--- src/design/sha_pkg.sv ---
package sha_pkg;

    localparam int unsigned Rounds = 64;

    typedef enum logic [2:0] {
        ST_GATHER,
        ST_PAD,
        ST_LOAD,
        ST_ROUND,
        ST_FOLD,
        ST_EMIT
    } t_state;

    // commands from the controller to the datapath
    typedef struct packed {
        logic       take_byte;
        logic       pad_write;
        logic [5:0] pad_addr;
        logic [7:0] pad_data;
        logic       load;
        logic       round;
        logic [5:0] round_idx;
        logic       fold;
        logic       clear;
        logic [2:0] emit_idx;
    } t_cmd;

    function automatic logic [31:0] round_k(input logic [5:0] idx);
        logic [31:0] k [64];
        k = '{
            32'h428a2f98, 32'h71374491, 32'hb5c0fbcf, 32'he9b5dba5,
            32'h3956c25b, 32'h59f111f1, 32'h923f82a4, 32'hab1c5ed5,
            32'hd807aa98, 32'h12835b01, 32'h243185be, 32'h550c7dc3,
            32'h72be5d74, 32'h80deb1fe, 32'h9bdc06a7, 32'hc19bf174,
            32'he49b69c1, 32'hefbe4786, 32'h0fc19dc6, 32'h240ca1cc,
            32'h2de92c6f, 32'h4a7484aa, 32'h5cb0a9dc, 32'h76f988da,
            32'h983e5152, 32'ha831c66d, 32'hb00327c8, 32'hbf597fc7,
            32'hc6e00bf3, 32'hd5a79147, 32'h06ca6351, 32'h14292967,
            32'h27b70a85, 32'h2e1b2138, 32'h4d2c6dfc, 32'h53380d13,
            32'h650a7354, 32'h766a0abb, 32'h81c2c92e, 32'h92722c85,
            32'ha2bfe8a1, 32'ha81a664b, 32'hc24b8b70, 32'hc76c51a3,
            32'hd192e819, 32'hd6990624, 32'hf40e3585, 32'h106aa070,
            32'h19a4c116, 32'h1e376c08, 32'h2748774c, 32'h34b0bcb5,
            32'h391c0cb3, 32'h4ed8aa4a, 32'h5b9cca4f, 32'h682e6ff3,
            32'h748f82ee, 32'h78a5636f, 32'h84c87814, 32'h8cc70208,
            32'h90befffa, 32'ha4506ceb, 32'hbef9a3f7, 32'hc67178f2
        };
        return k[idx];
    endfunction

    function automatic logic [31:0] init_hash(input logic [2:0] idx);
        logic [31:0] h [8];
        h = '{
            32'h6a09e667, 32'hbb67ae85, 32'h3c6ef372, 32'ha54ff53a,
            32'h510e527f, 32'h9b05688c, 32'h1f83d9ab, 32'h5be0cd19
        };
        return h[idx];
    endfunction

endpackage

--- src/design/sha_datapath.sv ---
module sha_datapath
    import sha_pkg::*;
(
    input  logic        i_clk,
    input  logic        i_rst_n,
    input  t_cmd        i_cmd,
    input  logic [7:0]  i_data_byte,
    input  logic [5:0]  i_wr_addr,
    output logic [63:0] o_message_bits,
    output logic [31:0] o_digest_word
);

    logic [31:0] r_w [16];
    logic [31:0] r_h [8];
    logic [31:0] r_v [8];
    logic [63:0] r_bits;

    logic [31:0] w_new, w_cur, s0, s1, t1, t2, e, a;

    // count message length in bits
    always_ff @(posedge i_clk) begin
        if (!i_rst_n || i_cmd.clear) begin
            r_bits <= '0;
        end else if (i_cmd.take_byte) begin
            r_bits <= r_bits + 64'd8;
        end
    end

    // message schedule: sliding window of sixteen words
    always_comb begin
        s0 = {r_w[1][6:0], r_w[1][31:7]} ^ {r_w[1][17:0], r_w[1][31:18]} ^ (r_w[1] >> 3);
        s1 = {r_w[14][16:0], r_w[14][31:17]} ^ {r_w[14][18:0], r_w[14][31:19]}
            ^ (r_w[14] >> 10);
        w_new = s1 + r_w[9] + s0 + r_w[0];
        w_cur = r_w[0];
        e = r_v[4];
        a = r_v[0];
        t1 = r_v[7] + ({e[5:0], e[31:6]} ^ {e[10:0], e[31:11]} ^ {e[24:0], e[31:25]})
            + ((e & r_v[5]) ^ (~e & r_v[6])) + round_k(i_cmd.round_idx) + w_cur;
        t2 = ({a[1:0], a[31:2]} ^ {a[12:0], a[31:13]} ^ {a[21:0], a[31:22]})
            + ((a & r_v[1]) ^ (a & r_v[2]) ^ (r_v[1] & r_v[2]));
    end

    // gather bytes and padding straight into the schedule window (big-endian
    // within each word), then load, step one round
    always_ff @(posedge i_clk) begin
        if (i_cmd.take_byte) begin
            r_w[i_wr_addr[5:2]][{~i_wr_addr[1:0], 3'b000} +: 8] <= i_data_byte;
        end else if (i_cmd.pad_write) begin
            r_w[i_cmd.pad_addr[5:2]][{~i_cmd.pad_addr[1:0], 3'b000} +: 8] <= i_cmd.pad_data;
        end else if (i_cmd.load) begin
            for (int t = 0; t < 8; t++) begin
                r_v[t] <= r_h[t];
            end
        end else if (i_cmd.round) begin
            for (int t = 0; t < 15; t++) begin
                r_w[t] <= r_w[t+1];
            end
            r_w[15] <= w_new;
            r_v[0] <= t1 + t2;
            r_v[1] <= r_v[0];
            r_v[2] <= r_v[1];
            r_v[3] <= r_v[2];
            r_v[4] <= r_v[3] + t1;
            r_v[5] <= r_v[4];
            r_v[6] <= r_v[5];
            r_v[7] <= r_v[6];
        end
    end

    // fold into chain
    always_ff @(posedge i_clk) begin
        if (!i_rst_n || i_cmd.clear) begin
            for (int t = 0; t < 8; t++) begin
                r_h[t] <= init_hash(3'(t));
            end
        end else if (i_cmd.fold) begin
            for (int t = 0; t < 8; t++) begin
                r_h[t] <= r_h[t] + r_v[t];
            end
        end
    end

    assign o_message_bits = r_bits;
    assign o_digest_word  = r_h[i_cmd.emit_idx];

endmodule

--- src/design/sha_ctrl.sv ---
module sha_ctrl
    import sha_pkg::*;
(
    input  logic        i_clk,
    input  logic        i_rst_n,
    input  logic        i_valid,
    output logic        o_stall,
    input  logic        i_byte_valid,
    input  logic        i_last_byte,
    input  logic [63:0] i_message_bits,
    output logic [5:0]  o_wr_addr,
    output t_cmd        o_cmd,
    output logic        o_out_valid,
    input  logic        i_out_stall,
    output logic [2:0]  o_word_index,
    output logic        o_last_word
);

    t_state     r_state, n_state;
    logic [5:0] r_fill, n_fill;
    logic [5:0] r_cnt, n_cnt;
    logic       r_final, n_final;
    logic       r_two, n_two;
    logic       r_padded;
    logic       accept;

    assign accept = i_valid && !o_stall;
    assign o_wr_addr = r_fill;

    always_ff @(posedge i_clk) begin
        if (!i_rst_n) begin
            r_state <= ST_GATHER;
            r_fill  <= '0;
            r_cnt   <= '0;
            r_final <= 1'b0;
            r_two   <= 1'b0;
        end else begin
            r_state <= n_state;
            r_fill  <= n_fill;
            r_cnt   <= n_cnt;
            r_final <= n_final;
            r_two   <= n_two;
        end
    end

    always_comb begin
        n_state = r_state;
        n_fill  = r_fill;
        n_cnt   = r_cnt;
        n_final = r_final;
        n_two   = r_two;
        o_cmd   = '0;
        o_cmd.round_idx = r_cnt;
        o_cmd.emit_idx  = r_cnt[2:0];
        o_stall     = 1'b1;
        o_out_valid = 1'b0;
        unique case (r_state)
            ST_GATHER: begin
                o_stall = 1'b0;
                if (accept) begin
                    o_cmd.take_byte = i_byte_valid;
                    if (i_byte_valid) begin
                        n_fill = r_fill + 6'd1;
                    end
                    n_final = i_last_byte;
                    if (i_byte_valid && r_fill == 6'd63) begin
                        n_state = ST_LOAD;
                        n_two   = 1'b0;
                    end else if (i_last_byte) begin
                        n_state = ST_PAD;
                        n_cnt   = n_fill;
                        n_two   = 1'b0;
                    end
                end
            end
            // write 0x80 (first block), zeros, then the length (last block), one byte per cycle
            ST_PAD: begin
                o_cmd.pad_write = 1'b1;
                o_cmd.pad_addr  = r_cnt;
                if (r_cnt == r_fill && !r_two) begin
                    o_cmd.pad_data = 8'h80;
                end else if (r_cnt >= 6'd56 && (r_fill < 6'd56 || r_two)) begin
                    o_cmd.pad_data = i_message_bits[8*(7-r_cnt[2:0]) +: 8];
                end else begin
                    o_cmd.pad_data = 8'h00;
                end
                n_cnt = r_cnt + 6'd1;
                if (r_cnt == 6'd63) begin
                    n_state = ST_LOAD;
                end
            end
            ST_LOAD: begin
                o_cmd.load = 1'b1;
                n_cnt   = '0;
                n_state = ST_ROUND;
            end
            ST_ROUND: begin
                o_cmd.round = 1'b1;
                n_cnt = r_cnt + 6'd1;
                if (r_cnt == 6'(Rounds - 1)) begin
                    n_state = ST_FOLD;
                end
            end
            ST_FOLD: begin
                o_cmd.fold = 1'b1;
                n_cnt = '0;
                if (!r_final) begin
                    n_state = ST_GATHER;
                end else if (r_fill != 6'd0 && !r_two && r_fill >= 6'd56) begin
                    // length spills into a second block
                    n_two   = 1'b1;
                    n_state = ST_PAD;
                end else if (r_fill == 6'd0 && !r_two && !r_padded) begin
                    n_state = ST_PAD;
                end else begin
                    n_state = ST_EMIT;
                end
            end
            ST_EMIT: begin
                o_out_valid = 1'b1;
                if (!i_out_stall) begin
                    n_cnt = r_cnt + 6'd1;
                    if (r_cnt[2:0] == 3'd7) begin
                        o_cmd.clear = 1'b1;
                        n_state = ST_GATHER;
                        n_fill  = '0;
                        n_final = 1'b0;
                        n_two   = 1'b0;
                        n_cnt   = '0;
                    end
                end
            end
            default: n_state = ST_GATHER;
        endcase
    end

    // a fold on a final item is the padded block unless the fill was a full block
    always_ff @(posedge i_clk) begin
        if (!i_rst_n) begin
            r_padded <= 1'b0;
        end else if (r_state == ST_PAD) begin
            r_padded <= 1'b1;
        end else if (r_state == ST_GATHER) begin
            r_padded <= 1'b0;
        end
    end

    assign o_word_index = r_cnt[2:0];
    assign o_last_word  = (r_cnt[2:0] == 3'd7);

endmodule

--- src/design/sha256_stream_hasher.sv ---
// SHA-256 over a byte stream. Each accepted word carries an optional message
// byte and an end flag; while gathering, one word is taken per cycle. A 64th
// byte stalls the input while the block is compressed (load, 64 rounds, fold).
// An end flag then writes padding one byte per cycle from the fill point to the
// end of the block, from byte 0 right after a full block, and compresses it;
// when more than 55 bytes are pending a second padded block follows. The input
// stays stalled during that work and while the digest leaves as eight 32-bit
// words, word 0 first, one per cycle unless stalled; then the hasher restarts
// for the next message.
module sha256_stream_hasher
    import sha_pkg::*;
(
    input  logic        i_clk,
    input  logic        i_rst_n,
    input  logic        i_valid,
    output logic        o_stall,
    input  logic [7:0]  i_data_byte,
    input  logic        i_byte_valid,
    input  logic        i_last_byte,
    output logic        o_valid,
    input  logic        i_stall,
    output logic [31:0] o_digest_word,
    output logic [2:0]  o_word_index,
    output logic        o_last_word
);

    t_cmd        cmd;
    logic [63:0] message_bits;
    logic [5:0]  wr_addr;

    sha_ctrl u_ctrl (
        .i_clk          (i_clk),
        .i_rst_n        (i_rst_n),
        .i_valid        (i_valid),
        .o_stall        (o_stall),
        .i_byte_valid   (i_byte_valid),
        .i_last_byte    (i_last_byte),
        .i_message_bits (message_bits),
        .o_wr_addr      (wr_addr),
        .o_cmd          (cmd),
        .o_out_valid    (o_valid),
        .i_out_stall    (i_stall),
        .o_word_index   (o_word_index),
        .o_last_word    (o_last_word)
    );

    sha_datapath u_dp (
        .i_clk          (i_clk),
        .i_rst_n        (i_rst_n),
        .i_cmd          (cmd),
        .i_data_byte    (i_data_byte),
        .i_wr_addr      (wr_addr),
        .o_message_bits (message_bits),
        .o_digest_word  (o_digest_word)
    );

endmodule
--- config.mk ---
export PLATFORM = sky130hd
export DESIGN_NAME = sha256_stream_hasher
export DESIGN_NICKNAME = d
export VERILOG_FILES = /design/src/design/sha_pkg.sv /design/src/design/sha_datapath.sv /design/src/design/sha_ctrl.sv /design/src/design/sha256_stream_hasher.sv
export SDC_FILE = /design/constraint.sdc
export NUM_CORES = 2
export LEC_CHECK = 0
export BUFFER_PORTS_ARGS = -buffer_cell sky130_fd_sc_hd__buf_2
export CAP_MARGIN = 20
export CORE_ASPECT_RATIO = 2
export CORE_MARGIN = 2
export CORE_UTILIZATION = 40
export CTS_CLUSTER_SIZE = 24
export DETAILED_ROUTE_END_ITERATION = 12
export SLEW_MARGIN = 30
export SYNTH_ARGS = -nofsm -noshare
export SYNTH_HDL_FRONTEND = slang
export SYNTH_SLANG_ARGS = --single-unit
export TNS_END_PERCENT = 5
--- constraint.sdc ---
create_clock -name i_clk -period 26.9 [get_ports i_clk]
set_input_delay 1.345 -clock i_clk [delete_from_list [all_inputs] [get_ports i_clk]]
set_output_delay 1.345 -clock i_clk [all_outputs]
set_load 0.1 [all_outputs]
==> out/metrics.csv <==
metric,value,unit
yosysTopAreaCellShare,41.38,%
fin_crit,10.93,ns
cp.required,27.38,ns
crit_arrival,11.41,ns
slowest_delay,0.80,ns
core,184400,um2
syn_inst,7042,
synth_fp_nets,7655,
yosys-top-cells-area,"edfxtp_1, ha_1, a21o_1",
die_height,613.6,um
worst_pin_slew,1.083,ns
dr.pass1.iters,8,
htreeDepth,3,
overflow,0,
synth_top_area_cell,edfxtp_1,
synth-main-ff-cell,edfxtp_1,
cts_root_buf,clkbuf_16,
cts_sinks,1106,
hold_ws,0.5003,ns
start_util,40.29,%
avgViaCountPerCell,5.891,
syn_area_per_cell,10.55,um2
drv_cap,0,
numCtsBuffers,110,
setup_viol,0,
drive_gt1_share,9.336,%
die_x,308.8,um
slew_viol_final,0,
fin_crit_sh,40.64,%
yosysSeqAreaShare,43.59,%
status,finished clean,
hold_buffers,0,
synth_seq_cells,1106,
track_usage,29.50,%
cts_resized,0,
use_met2,55.56,%
crit_slowest_cell,dfxtp_4,
place_congestion,1.040,
synth_edf_count,1024,
mappedNetlistArea,74320,um2
use_met1,26.68,%
dp_hpwl,214200,um
use_met3,4.124,%
nets,7607,
synth_top_cells_by_count,"edfxtp_1, nand2_1, a21o_1",
cp_max_fo,66,
grt_pass1_wl,401500,um
drt-total-wl,279900,um
post_drt_wl_per_cell,29.28,um
yosysMostFrequentCell,edfxtp_1,
ys_types,100,
skew,0.06003,ns
async_reset_ff_share,0,%
top_usage_layer,met2,
clk_latency,0.78,ns
finalHoldViolations,0,
rows,223,
portBuffers,51,
io_pins,52,
clockBufferDepth,3,
hold_class,reg2reg,
cts_tree,yes,
drcViolationCount,0,
start_kind,register,
n_fill_cell,17400,
tns,0,ns
die_area,189500,um2
ant_nets,0,
antenna_found_initial,14,
post-cts-setup-buffers,0,
endpoint_kind,register,
grt_setup_unrepaired,false,
clock.fmax,0.09148,GHz
crit_type,reg2reg,
cp_common_cell,fa_1,
clkSlewWorstSetupHoldPaths,0.07,ns
grt_pass1_vias,58850,
yosysWarnings,0,
syn_to_final_growth,9.194,%
relSlewSlack,27.26,%
dr_total_vias,56310,
drt_iter0_markers,4209,
grt_max_degree,208,
-- critical path: cells and delay by family, from the launching register on --
| kind | cells | cell delay, ns |
|---|---|---|
| compound gates | 14 | 2.81 |
| xor+xnor | 2 | 0.51 |
| fa+ha+maj | 7 | 3.04 |
| buf+inv | 3 | 0.80 |
| flops | 1 | 0.80 |
| simple gates | 10 | 2.64 |
-- layout by cell type (no fill, tap or decap), types with 93 or more instances in the layout --
master / n
fa_1: 195
xnor2_1: 396
edfxtp_1: 1024
inv_1: 301
nand2_1: 826
nor3_1: 102
mux2_2: 102
a21o_1: 644
xor2_1: 222
nand3_1: 93
buf_4: 155
nor2_1: 407
ha_1: 404
clkbuf_16: 113
a21oi_1: 372
o21ai_0: 363
-- flip-flops by register name (all words and copies together) (netlist names), named ones only --
register / cells
u_ctrl.r_cnt: 6
u_dp.o_message_bits: 61
u_ctrl.r_state: 3
u_ctrl.r_two: 1
u_dp.r_w: 512
u_ctrl.r_padded: 1
u_dp.r_h: 256
u_dp.r_v: 256
u_ctrl.r_final: 1
u_ctrl.o_wr_addr: 6
-- area by class of cell --
class | count | area [um2] | share of cell area, %
clock buffers | 138 | 2922 | 3.600
multi-input cells | 5259 | 39450 | 48.62
inverters | 303 | 1137 | 1.402
well taps | 2475 | 3097 | 3.816
flip-flops and latches | 1106 | 32410 | 39.94
diodes | 3 | 7.507 | 0.009251
repair buffers | 214 | 1560 | 1.923
clock inverters | 60 | 561.8 | 0.6923
-- logic make-up (layout without fill, tap and decap cells) --
kind of cell,count (synthesis),in the layout,synth area share [%]
and+or+nand+nor,1850,1850,11.32
buffers and inverters,677,715,3.500
xor gates and xnor gates,622,622,7.367
AOI/OAI and AO/OA,1935,1935,17.24
muxes,227,227,4.576
other,0,3,0
DFF,1106,1106,43.59
adders and majority gates,625,625,12.40
-- metal layers --
metal / routed length (um) / share of wire (%) / up-vias
met1: 86650 / 31 / 28190
met3: 11320 / 4.0 / 887
li1: - / - / 25390
met2: 149800 / 54 / 1828
met4: 32060 / 11 / 18
met5: 114 / 0.041 / -
-- worst paths after layout --
path / depth (start not counted) / end / slack (ns) / start
setup / recovery: 36 / u_dp.r_v[0][31] / 15.97 / u_ctrl.r_cnt[3]
hold / removal: 1 / u_dp.r_w[6][9] / 0.50 / u_dp.r_w[7][9]
setup reg to reg: 36 / u_dp.r_v[0][31] / 15.97 / u_ctrl.r_cnt[3]
hold reg to reg: 1 / u_dp.r_w[6][9] / 0.50 / u_dp.r_w[7][9]
-- through the flow --
step | cell area [um2] | cells | util [%] | setup slack, ns
5_1_grt | 81140 | 9556 | 44.00 | 15.42
2_1_floorplan | 74320 | 7042 | - | 14.80
6_report | 81150 | 9558 | 44.00 | 15.97
3_5_place_dp | 77590 | 9356 | 42.07 | 16.24
4_1_cts | 81070 | 9554 | 43.96 | 16.27
3_3_place_gp | 77540 | 9355 | 42.04 | 16.21
Power is not shown: default switching activity piles up to over one toggle a cycle in this logic, so the estimate is an artifact.
